==> src/design/sds_pkg.sv <==
// Shared constants and types for the strongest-first sighting table.
package sds_pkg;

  localparam int TABLE_DEPTH  = 16;
  localparam int IDX_W        = $clog2(TABLE_DEPTH);
  localparam int RESULT_LIMIT = 16;
  localparam int ADDR_W       = 48;
  localparam int STR_W        = 8;
  localparam int RANK_W       = 4;
  localparam int OP_W         = 2;
  localparam int OUT_CNT_W    = 5;

  // live-entry tally carried by a drain probe, saturating at "two or more"
  localparam logic [1:0] LIVE_NONE = 2'd0;
  localparam logic [1:0] LIVE_ONE  = 2'd1;
  localparam logic [1:0] LIVE_MANY = 2'd2;

  typedef enum logic [OP_W-1:0] {
    OP_CLEAR  = 2'd0,
    OP_RECORD = 2'd1,
    OP_DRAIN  = 2'd2
  } op_t;

  // item walking down the cell row
  typedef struct packed {
    logic                    valid;
    logic                    drain;  // 0: record lookup/append, 1: strongest search
    logic                    found;
    logic [1:0]              live;
    logic [IDX_W-1:0]        idx;
    logic [ADDR_W-1:0]       addr;
    logic signed [STR_W-1:0] str;
  } probe_t;

  // commands broadcast to every cell
  typedef struct packed {
    logic             clear;
    logic             consume;
    logic [IDX_W-1:0] idx;
  } bcast_t;

endpackage

==> src/design/sds_if.sv <==
// Valid/ready channel interfaces: input items, result items, configuration writes.
interface sds_in_if;
  logic                             valid;
  logic                             ready;
  logic [sds_pkg::OP_W-1:0]         operation;
  logic [sds_pkg::ADDR_W-1:0]       device_address;
  logic signed [sds_pkg::STR_W-1:0] signal_strength;

  modport source (output valid, operation, device_address, signal_strength, input ready);
  modport sink   (input valid, operation, device_address, signal_strength, output ready);
endinterface

interface sds_out_if;
  logic                             valid;
  logic                             ready;
  logic                             valid_res;
  logic [sds_pkg::ADDR_W-1:0]       out_address;
  logic signed [sds_pkg::STR_W-1:0] out_strength;
  logic [sds_pkg::RANK_W-1:0]       rank;
  logic                             last;

  modport source (output valid, valid_res, out_address, out_strength, rank, last,
                  input ready);
  modport sink   (input valid, valid_res, out_address, out_strength, rank, last,
                  output ready);
endinterface

interface sds_cfg_if;
  logic                              valid;
  logic                              ready;
  logic [sds_pkg::OUT_CNT_W-1:0]     data;

  modport source (output valid, data, input ready);
  modport sink   (input valid, data, output ready);
endinterface

==> src/design/sds_cell.sv <==
// One table slot: holds an entry and updates the probe passing through it.
module sds_cell (
  input  logic                         clk,
  input  logic                         rst_n,
  input  logic [sds_pkg::IDX_W-1:0]    cell_idx,
  input  sds_pkg::bcast_t              bcast,
  input  sds_pkg::probe_t              probe_in,
  output sds_pkg::probe_t              probe_out
);
  import sds_pkg::*;

  logic                    used_r, used_nxt;
  logic                    cons_r, cons_nxt;
  logic [ADDR_W-1:0]       addr_r, addr_nxt;
  logic signed [STR_W-1:0] str_r, str_nxt;
  probe_t                  probe_r, probe_nxt;
  logic                    live;

  assign live = used_r && !cons_r;

  // slot update and probe forwarding
  always_comb begin
    used_nxt  = used_r;
    cons_nxt  = cons_r;
    addr_nxt  = addr_r;
    str_nxt   = str_r;
    probe_nxt = probe_in;
    if (probe_in.valid) begin
      if (!probe_in.drain) begin
        if (live && addr_r == probe_in.addr && !probe_in.found) begin
          // live match: keep the stronger sighting
          probe_nxt.found = 1'b1;
          if (probe_in.str > str_r) begin
            str_nxt = probe_in.str;
          end
        end else if (!used_r && !probe_in.found) begin
          // first free slot, nothing matched above: append
          probe_nxt.found = 1'b1;
          used_nxt        = 1'b1;
          cons_nxt        = 1'b0;
          addr_nxt        = probe_in.addr;
          str_nxt         = probe_in.str;
        end
      end else if (live) begin
        if (probe_in.live != LIVE_MANY) begin
          probe_nxt.live = probe_in.live + LIVE_ONE;
        end
        // strictly stronger wins, so ties stay with the lower slot
        if (!probe_in.found || str_r > probe_in.str) begin
          probe_nxt.found = 1'b1;
          probe_nxt.idx   = cell_idx;
          probe_nxt.addr  = addr_r;
          probe_nxt.str   = str_r;
        end
      end
    end
    if (bcast.clear) begin
      used_nxt = 1'b0;
      cons_nxt = 1'b0;
    end
    if (bcast.consume && bcast.idx == cell_idx) begin
      cons_nxt = 1'b1;
    end
  end

  // control bits and probe
  always_ff @(posedge clk) begin
    if (!rst_n) begin
      used_r  <= 1'b0;
      cons_r  <= 1'b0;
      probe_r <= '0;
    end else begin
      used_r  <= used_nxt;
      cons_r  <= cons_nxt;
      probe_r <= probe_nxt;
    end
  end

  // entry payload
  always_ff @(posedge clk) begin
    addr_r <= addr_nxt;
    str_r  <= str_nxt;
  end

  assign probe_out = probe_r;

endmodule

==> src/design/sighting_dedupe_strongest_first_top.sv <==
// Top level: sighting table as a row of cells plus the operation sequencer.
//
// Channels: in_ch takes items {operation, device_address, signal_strength};
// out_ch returns result items {valid_res, out_address, out_strength, rank,
// last}; cfg_ch writes max_out (always ready).
// Clear takes effect in the accepting cycle; the block is ready again at once.
// Record sends one probe down the 16-cell row; the next item can be taken
// once the probe has left the last cell.
// Drain runs one probe pass per result; each result is registered after its
// pass has left the last cell, and the next pass starts as it is loaded.
// The drain ends with the result marked last; an empty table gives one
// result with valid_res 0 and last 1.
// If the receiver stalls, the loaded result waits in the output register and
// the next result found waits until it is taken; new items are still accepted
// while the final result of a drain waits.
// Reset is synchronous: it empties the table (no live entries) and sets
// max_out to 16.
module sighting_dedupe_strongest_first_top (
  input logic   clk,
  input logic   rst_n,
  sds_in_if.sink    in_ch,
  sds_out_if.source out_ch,
  sds_cfg_if.sink   cfg_ch
);
  import sds_pkg::*;

  typedef enum logic [1:0] {
    S_IDLE,
    S_RUN,
    S_EMIT
  } state_t;

  state_t                  state_r;
  logic [OUT_CNT_W-1:0]    max_out_r;
  logic [OUT_CNT_W-1:0]    cnt_r;
  probe_t                  launch_r;
  probe_t                  win_r;
  logic                    out_valid_r;
  logic                    valid_res_r;
  logic [ADDR_W-1:0]       out_addr_r;
  logic signed [STR_W-1:0] out_str_r;
  logic [RANK_W-1:0]       rank_r;
  logic                    last_r;

  probe_t                  probe_w [0:TABLE_DEPTH];
  bcast_t                  bcast;
  logic                    in_acc;
  logic                    can_emit;
  logic                    final_res;
  logic                    launch_go;
  logic [OUT_CNT_W-1:0]    limit;
  logic [OUT_CNT_W-1:0]    cnt_inc;

  assign in_ch.ready  = (state_r == S_IDLE);
  assign cfg_ch.ready = 1'b1;
  assign in_acc       = in_ch.valid && in_ch.ready;

  // effective drain limit: zero acts as one, saturate at the result limit
  always_comb begin
    if (max_out_r == '0) begin
      limit = OUT_CNT_W'(1);
    end else if (max_out_r > OUT_CNT_W'(RESULT_LIMIT)) begin
      limit = OUT_CNT_W'(RESULT_LIMIT);
    end else begin
      limit = max_out_r;
    end
  end

  assign cnt_inc   = cnt_r + OUT_CNT_W'(1);
  assign can_emit  = (state_r == S_EMIT) && (!out_valid_r || out_ch.ready);
  assign final_res = !win_r.found || (win_r.live != LIVE_MANY) || (cnt_inc >= limit);

  // a probe starts on a record or drain item, or for the next drain pass
  assign launch_go = (in_acc && (in_ch.operation == OP_RECORD ||
                                 in_ch.operation == OP_DRAIN)) ||
                     (can_emit && !final_res);

  // broadcast commands to the row
  always_comb begin
    bcast.clear   = in_acc && (in_ch.operation == OP_CLEAR);
    bcast.consume = can_emit && win_r.found;
    bcast.idx     = win_r.idx;
  end

  // cell row
  assign probe_w[0] = launch_r;
  for (genvar g = 0; g < TABLE_DEPTH; g++) begin : g_cell
    sds_cell u_cell (
      .clk       (clk),
      .rst_n     (rst_n),
      .cell_idx  (IDX_W'(g)),
      .bcast     (bcast),
      .probe_in  (probe_w[g]),
      .probe_out (probe_w[g+1])
    );
  end

  // sequencer, probe launch and output register
  always_ff @(posedge clk) begin
    if (!rst_n) begin
      state_r        <= S_IDLE;
      max_out_r      <= OUT_CNT_W'(RESULT_LIMIT);
      launch_r.valid <= 1'b0;
      out_valid_r    <= 1'b0;
    end else begin
      launch_r.valid <= launch_go;
      if (cfg_ch.valid) begin
        max_out_r <= cfg_ch.data;
      end
      // output register: load a new result or drop the one taken
      if (can_emit) begin
        out_valid_r <= 1'b1;
      end else if (out_ch.ready) begin
        out_valid_r <= 1'b0;
      end
      case (state_r)
        S_IDLE: begin
          if (in_acc) begin
            launch_r.found <= 1'b0;
            launch_r.live  <= LIVE_NONE;
            launch_r.idx   <= '0;
            launch_r.addr  <= in_ch.device_address;
            launch_r.str   <= in_ch.signal_strength;
            cnt_r          <= '0;
            case (in_ch.operation)
              OP_RECORD: begin
                launch_r.drain <= 1'b0;
                state_r        <= S_RUN;
              end
              OP_DRAIN: begin
                launch_r.drain <= 1'b1;
                state_r        <= S_RUN;
              end
              default: begin
                state_r <= S_IDLE;
              end
            endcase
          end
        end
        S_RUN: begin
          // wait for the probe to leave the last cell
          if (probe_w[TABLE_DEPTH].valid) begin
            win_r   <= probe_w[TABLE_DEPTH];
            state_r <= probe_w[TABLE_DEPTH].drain ? S_EMIT : S_IDLE;
          end
        end
        S_EMIT: begin
          if (can_emit) begin
            last_r <= final_res;
            if (win_r.found) begin
              valid_res_r <= 1'b1;
              out_addr_r  <= win_r.addr;
              out_str_r   <= win_r.str;
              rank_r      <= cnt_r[RANK_W-1:0];
            end else begin
              valid_res_r <= 1'b0;
              out_addr_r  <= '0;
              out_str_r   <= '0;
              rank_r      <= '0;
            end
            if (final_res) begin
              state_r <= S_IDLE;
            end else begin
              // next strongest search, after the consume has landed
              cnt_r          <= cnt_inc;
              launch_r.drain <= 1'b1;
              launch_r.found <= 1'b0;
              launch_r.live  <= LIVE_NONE;
              state_r        <= S_RUN;
            end
          end
        end
        default: begin
          state_r <= S_IDLE;
        end
      endcase
    end
  end

  assign out_ch.valid        = out_valid_r;
  assign out_ch.valid_res    = valid_res_r;
  assign out_ch.out_address  = out_addr_r;
  assign out_ch.out_strength = out_str_r;
  assign out_ch.rank         = rank_r;
  assign out_ch.last         = last_r;

endmodule
==> src/flat_wrapper.sv <==
// flat-port wrapper written by rule: the top's interface ports become plain ports
module sighting_dedupe_strongest_first_top_flat import sds_pkg::*;
  (clk, rst_n, in_ch_valid, in_ch_operation, in_ch_device_address, in_ch_signal_strength, in_ch_ready, out_ch_valid, out_ch_valid_res, out_ch_out_address, out_ch_out_strength, out_ch_rank, out_ch_last, out_ch_ready, cfg_ch_valid, cfg_ch_data, cfg_ch_ready);
  sds_in_if in_ch_i ();
  sds_out_if out_ch_i ();
  sds_cfg_if cfg_ch_i ();
  input logic clk;
  input logic rst_n;
  input wire logic [$bits(in_ch_i.valid)-1:0] in_ch_valid;
  input wire logic [$bits(in_ch_i.operation)-1:0] in_ch_operation;
  input wire logic [$bits(in_ch_i.device_address)-1:0] in_ch_device_address;
  input wire logic [$bits(in_ch_i.signal_strength)-1:0] in_ch_signal_strength;
  output wire logic [$bits(in_ch_i.ready)-1:0] in_ch_ready;
  output wire logic [$bits(out_ch_i.valid)-1:0] out_ch_valid;
  output wire logic [$bits(out_ch_i.valid_res)-1:0] out_ch_valid_res;
  output wire logic [$bits(out_ch_i.out_address)-1:0] out_ch_out_address;
  output wire logic [$bits(out_ch_i.out_strength)-1:0] out_ch_out_strength;
  output wire logic [$bits(out_ch_i.rank)-1:0] out_ch_rank;
  output wire logic [$bits(out_ch_i.last)-1:0] out_ch_last;
  input wire logic [$bits(out_ch_i.ready)-1:0] out_ch_ready;
  input wire logic [$bits(cfg_ch_i.valid)-1:0] cfg_ch_valid;
  input wire logic [$bits(cfg_ch_i.data)-1:0] cfg_ch_data;
  output wire logic [$bits(cfg_ch_i.ready)-1:0] cfg_ch_ready;
  assign in_ch_i.valid = in_ch_valid;
  assign in_ch_i.operation = in_ch_operation;
  assign in_ch_i.device_address = in_ch_device_address;
  assign in_ch_i.signal_strength = in_ch_signal_strength;
  assign in_ch_ready = in_ch_i.ready;
  assign out_ch_valid = out_ch_i.valid;
  assign out_ch_valid_res = out_ch_i.valid_res;
  assign out_ch_out_address = out_ch_i.out_address;
  assign out_ch_out_strength = out_ch_i.out_strength;
  assign out_ch_rank = out_ch_i.rank;
  assign out_ch_last = out_ch_i.last;
  assign out_ch_i.ready = out_ch_ready;
  assign cfg_ch_i.valid = cfg_ch_valid;
  assign cfg_ch_i.data = cfg_ch_data;
  assign cfg_ch_ready = cfg_ch_i.ready;
  sighting_dedupe_strongest_first_top u_core (.clk(clk), .rst_n(rst_n), .in_ch(in_ch_i), .out_ch(out_ch_i), .cfg_ch(cfg_ch_i));
endmodule
==> config.mk <==
export PLATFORM = sky130hd
export DESIGN_NAME = sighting_dedupe_strongest_first_top_flat
export DESIGN_NICKNAME = d
export VERILOG_FILES = /design/src/design/sds_pkg.sv /design/src/design/sds_if.sv /design/src/design/sds_cell.sv /design/src/design/sighting_dedupe_strongest_first_top.sv /design/src/flat_wrapper.sv
export SDC_FILE = /design/constraint.sdc
export NUM_CORES = 2
export LEC_CHECK = 0
export BUFFER_PORTS_ARGS = -buffer_cell sky130_fd_sc_hd__buf_2
export CAP_MARGIN = 20
export CORE_UTILIZATION = 42
export DETAILED_ROUTE_END_ITERATION = 10
export GPL_TIMING_DRIVEN = 0
export SLEW_MARGIN = 30
export SYNTH_ARGS = -nofsm -noshare
export SYNTH_HDL_FRONTEND = slang
export SYNTH_SLANG_ARGS = --single-unit
==> constraint.sdc <==
create_clock -name clk -period 9 [get_ports clk]
set_clock_uncertainty 0.1 [all_clocks]
set_input_delay 0.9 -clock clk [delete_from_list [all_inputs] [get_ports clk]]
set_output_delay 0.9 -clock clk [all_outputs]
set_load 0.05 [all_outputs]
==> impl_summary.md <==
Outcome
The run finished with clean final reports.

Global routing
The first global-routing pass estimated 374,400 µm of wire. The number of antenna violations at the first check in global routing was 10. The overall fraction of global-route tracks in use is 24.40%. The number of global-route vias before repair was 57,950. Entering global routing, the biggest net connects 56 pins. The total overflow left after global routing is 0.

Clock tree
After clock tree synthesis, the clock-pin slew on the worst setup and hold paths is 0.06 ns. In this run the number of H-tree levels came out at 4. Once the clock tree was built, the resizer swapped 0 gates to a different size. Hold repair after CTS inserted 0 buffers. Counting the buffers created by CTS gives 218. TritonCTS built the clock tree. In this run the deepest clock path goes through 3 buffers. The clock reaches the later pin of the worst-skew pair after 0.87 ns. The tree built by TritonCTS fans out to 2,148 sinks. The clock root buffer is sky130_fd_sc_hd__clkbuf_16. The number of setup buffers added after CTS is 0.

Die
The initial utilization of the core area, before any placement, comes to 42.35%. The height of the die is 451.4 µm. In this run the horizontal extent of the chip is 451.4 µm. The number of ports placed on the die boundary is 133. The total area inside the core boundary comes to 200,300 µm². The area of the die is 203,800 µm². Row generation in the floorplan step produced 164 rows.

Timing
Setup violations remaining at the end of the flow were counted as 0. The upper clock frequency limit is 268.1 MHz. Subtracting the final worst setup slack from the clock period gives 3.730 ns.

The accumulated negative setup slack is 0 ns. The worst path meets setup with 5.270 ns of slack. The number of hold-slack violations in the final timing report came to 0. The worst relative slew slack is 28.39%. For the pin with the worst max-slew slack, the measured transition is 1.074 ns. The post-route clock period utilization is 41.44%. Setup repair after global routing left no endpoint under its margin. The final number of max-transition violations was 0.

Pwr
VDD sags by at most 192.0 µV. Summed over all cells, the static leakage comes to 34.68 nW. Power spread over the standard cell area amounts to 210.5 nW/µm².

Yosys
The biggest area contributor in the post-synthesis netlist is sky130_fd_sc_hd__edfxtp_1. The post-synthesis average cell area is 11.20 µm². The share of the Yosys chip area taken by registers is 63.47%. After synthesis, the largest area contributor takes up 38.34% of total cell area. The main flop type after synthesis is sky130_fd_sc_hd__edfxtp_1. For this run, asynchronously set or reset flops after synthesis account for 0%. The cell area that synthesis handed to floorplanning was 84,830 µm². The number of distinct standard cells referenced by the synthesized netlist is 64.

After synthesis the netlist holds a flip-flop and latch count of 2,148. The net count after synthesis is 7,793. The number of warnings printed during yosys synthesis is 0. The number of synthesized flops with an enable pin is 1,083. Synthesis produced a netlist whose cell count is 7,576. In the post-synthesis netlist, the biggest area contributors are sky130_fd_sc_hd__edfxtp_1 (38%), sky130_fd_sc_hd__dfxtp_1 (25%), sky130_fd_sc_hd__xnor2_1 (5.1%), sky130_fd_sc_hd__nand3_1 (5.0%), sky130_fd_sc_hd__nand2_1 (4.2%).

Setup path
Traced cell by cell, the critical path runs through clkbuf_1 -> inv_2 -> clkbuf_2 -> buf_1 -> nor3_2 -> buf_4 -> buf_4 -> buf_4 -> buf_4 -> buf_4 -> buf_4 -> buf_4. On the critical path, the stage with the largest delay is an instance of sky130_fd_sc_hd__buf_1. The class of the most critical setup path is input port to flop. The largest fanout on the critical path is 10. The sort of element at the start of the critical path is an input port.

Together, buffers and inverters on the worst path number 11. The dominant delay contributor by cell family on the critical path is buffers and inverters. Setup slack on the worst reg-to-reg path comes out at 5.48 ns. The critical path endpoint category is a flop.

Data on the critical path is required at its endpoint by 9.52 ns. The dominant cell type by count on the critical path is sky130_fd_sc_hd__buf_4. At the worst endpoint, the arrival time is 4.25 ns.

For this run, the slowest stage of the critical path takes 0.78 ns.

Min path
The tightest min-delay check is of the input port to flop type.

Job
The tool flagged a number of max-cap violations equal to 0.

Route
The remaining design rule violation count is 0. The detail route stage leaves a number of antenna-violating nets equal to 0. Dividing the detail-routed via count by the number of cells gives 5.535.

The first-pass iteration count of the detailed router is 6. Summing over every cut layer, the via total after detailed routing is 59,870. The aggregate routed wire length is 254,200 µm. The number of violations reported at the end of detailed-routing iteration 0 is 6,375. Dividing the detail-routed wire length by the instance count gives 23.50 µm.

Finish
The relative area change from synthesis to final layout is 14.67%. Measured on the finished design, the core utilization comes to 48.57%. In the final design database the tool counted 8,174 nets. The sequential cells in the finished layout cover a total of 53,840 µm².

Leaving out fill and tap cells, the most frequent cells in the layout are sky130_fd_sc_hd__edfxtp_1 (1,083), sky130_fd_sc_hd__dfxtp_1 (1,065), sky130_fd_sc_hd__nand2_1 (941). In the final layout, the share of cells above drive strength 1 is 8.314%. The layout filler cell count is 18,220. The library cell used most frequently in the layout, excluding fill and tap cells, is sky130_fd_sc_hd__edfxtp_1.

The area used by multi-input combinational logic is 27,960 µm².

Place
The total half-perimeter wirelength after legalization and detailed placement is 188,400 µm. Buffers placed on the I/O ports in this run total 129. The worst setup slack before clock tree synthesis is 4.401 ns.

The routability congestion estimate is 0.9013.
[metrics by stage]
step / hold slack, ns / cells / instance area, µm² / power (mW)
final: 0.09785 / 10820 / 97270 / 20.48
after global routing: 0.04922 / 10810 / 97260 / 21.01
after CTS: 0.02950 / 10810 / 97250 / 20.62
after detailed placement: 0.2887 / 10390 / 89460 / 11.02
after global placement: 0.2873 / 10360 / 88790 / 11.01
after floorplan: 0.2855 / 7576 / 84830 / 10.77
[logic make-up (layout without fill, tap and decap cells)]
family | after synthesis | count (layout) | share of synthesized area (%)
multiplexers | 88 | 88 | 1.038
flip-flops | 2148 | 2148 | 63.47
buffers and inverters | 783 | 1362 | 3.646
AND/OR/NAND/NOR | 2468 | 2468 | 13.71
XOR/XNOR | 742 | 742 | 7.661
AO/OA/AOI/OAI | 1197 | 1197 | 8.271
other | 1 | 6 | 0.004421
adder cells (fa/ha/maj) | 149 | 149 | 2.198
[power breakdown]
part | switching (mW) | internal (mW) | total [mW] | leakage [nW]
combinational | 0.364 | 0.112 | 0.476 | 11.2
sequential | 0.0662 | 10.3 | 10.3 | 19.7
clock | 3.98 | 5.69 | 9.66 | 3.79
[synthesized netlist by cell type (68+ instances only)]
master / count
sky130_fd_sc_hd__edfxtp_1: 1083
sky130_fd_sc_hd__dfxtp_1: 1065
sky130_fd_sc_hd__nand2_1: 941
sky130_fd_sc_hd__nand3_1: 840
sky130_fd_sc_hd__o21ai_0: 676
sky130_fd_sc_hd__xnor2_1: 490
sky130_fd_sc_hd__clkbuf_1: 325
sky130_fd_sc_hd__inv_1: 319
sky130_fd_sc_hd__xor2_1: 252
sky130_fd_sc_hd__nor2_1: 167
sky130_fd_sc_hd__ha_1: 149
sky130_fd_sc_hd__nor4_1: 148
sky130_fd_sc_hd__nand4_1: 147
sky130_fd_sc_hd__a21oi_1: 126
sky130_fd_sc_hd__and2_1: 96
sky130_fd_sc_hd__mux2i_1: 88
sky130_fd_sc_hd__buf_2: 78
sky130_fd_sc_hd__o211ai_1: 68
[worst paths after layout]
check,cells past startpoint,to,from
setup / recovery,12,u_core.win_r[36],rst_n
hold / removal,1,u_core.launch_r[45],in_ch_device_address[37]
setup reg to reg,6,u_core.g_cell[0].u_cell.str_r[1],u_core.launch_r[38]
hold reg to reg,0,u_core.win_r[44],u_core.g_cell[15].u_cell.probe_out[44]
[cell type report]
cell class / count / area share [%]
diodes: 5 / 0.01286
plain buffers: 463 / 1.986
clock buffers: 313 / 6.600
clock inverters: 105 / 1.416
inverters: 320 / 1.271
multi-input cells: 4645 / 28.75
flip-flops and latches: 2148 / 55.35
well taps: 2656 / 3.416
repair buffers: 161 / 1.200
[sequential cells by signal (all words and copies together), names as in the netlist, 8 cells and up]
name and count:
u_core.g_cell.u_cell.addr_r 768, u_core.out_ch.out_address 48, u_core.out_ch.out_strength 8, u_core.g_cell.u_cell.used_r 16, u_core.g_cell.u_cell.probe_out 1024, u_core.g_cell.u_cell.cons_r 16, u_core.win_r 59, u_core.g_cell.u_cell.str_r 128
u_core.launch_r 58
[routing by layer]
metal	track usage [%]	wire [µm]	part of all wire (%)	vias to the layer above
li1	-	-	-	27600
met1	33.95	111800	44	29670
met2	39.18	118500	47	2200
met3	3.251	15770	6.2	398
met4	8.179	8094	3.2	4
met5	0	27	0.011	-
[worst reg2reg max path, stage by stage, from the launching register on]
cell	delay, ns
sky130_fd_sc_hd__edfxtp_1	0.43
sky130_fd_sc_hd__xor2_1	0.21
sky130_fd_sc_hd__nor4_1	0.28
sky130_fd_sc_hd__nand4_1	0.24
sky130_fd_sc_hd__nor4_1	0.81
sky130_fd_sc_hd__nand4_1	0.35
sky130_fd_sc_hd__o21ai_1	0.71
No activity file was read; power rests on OpenSTA's default activity.
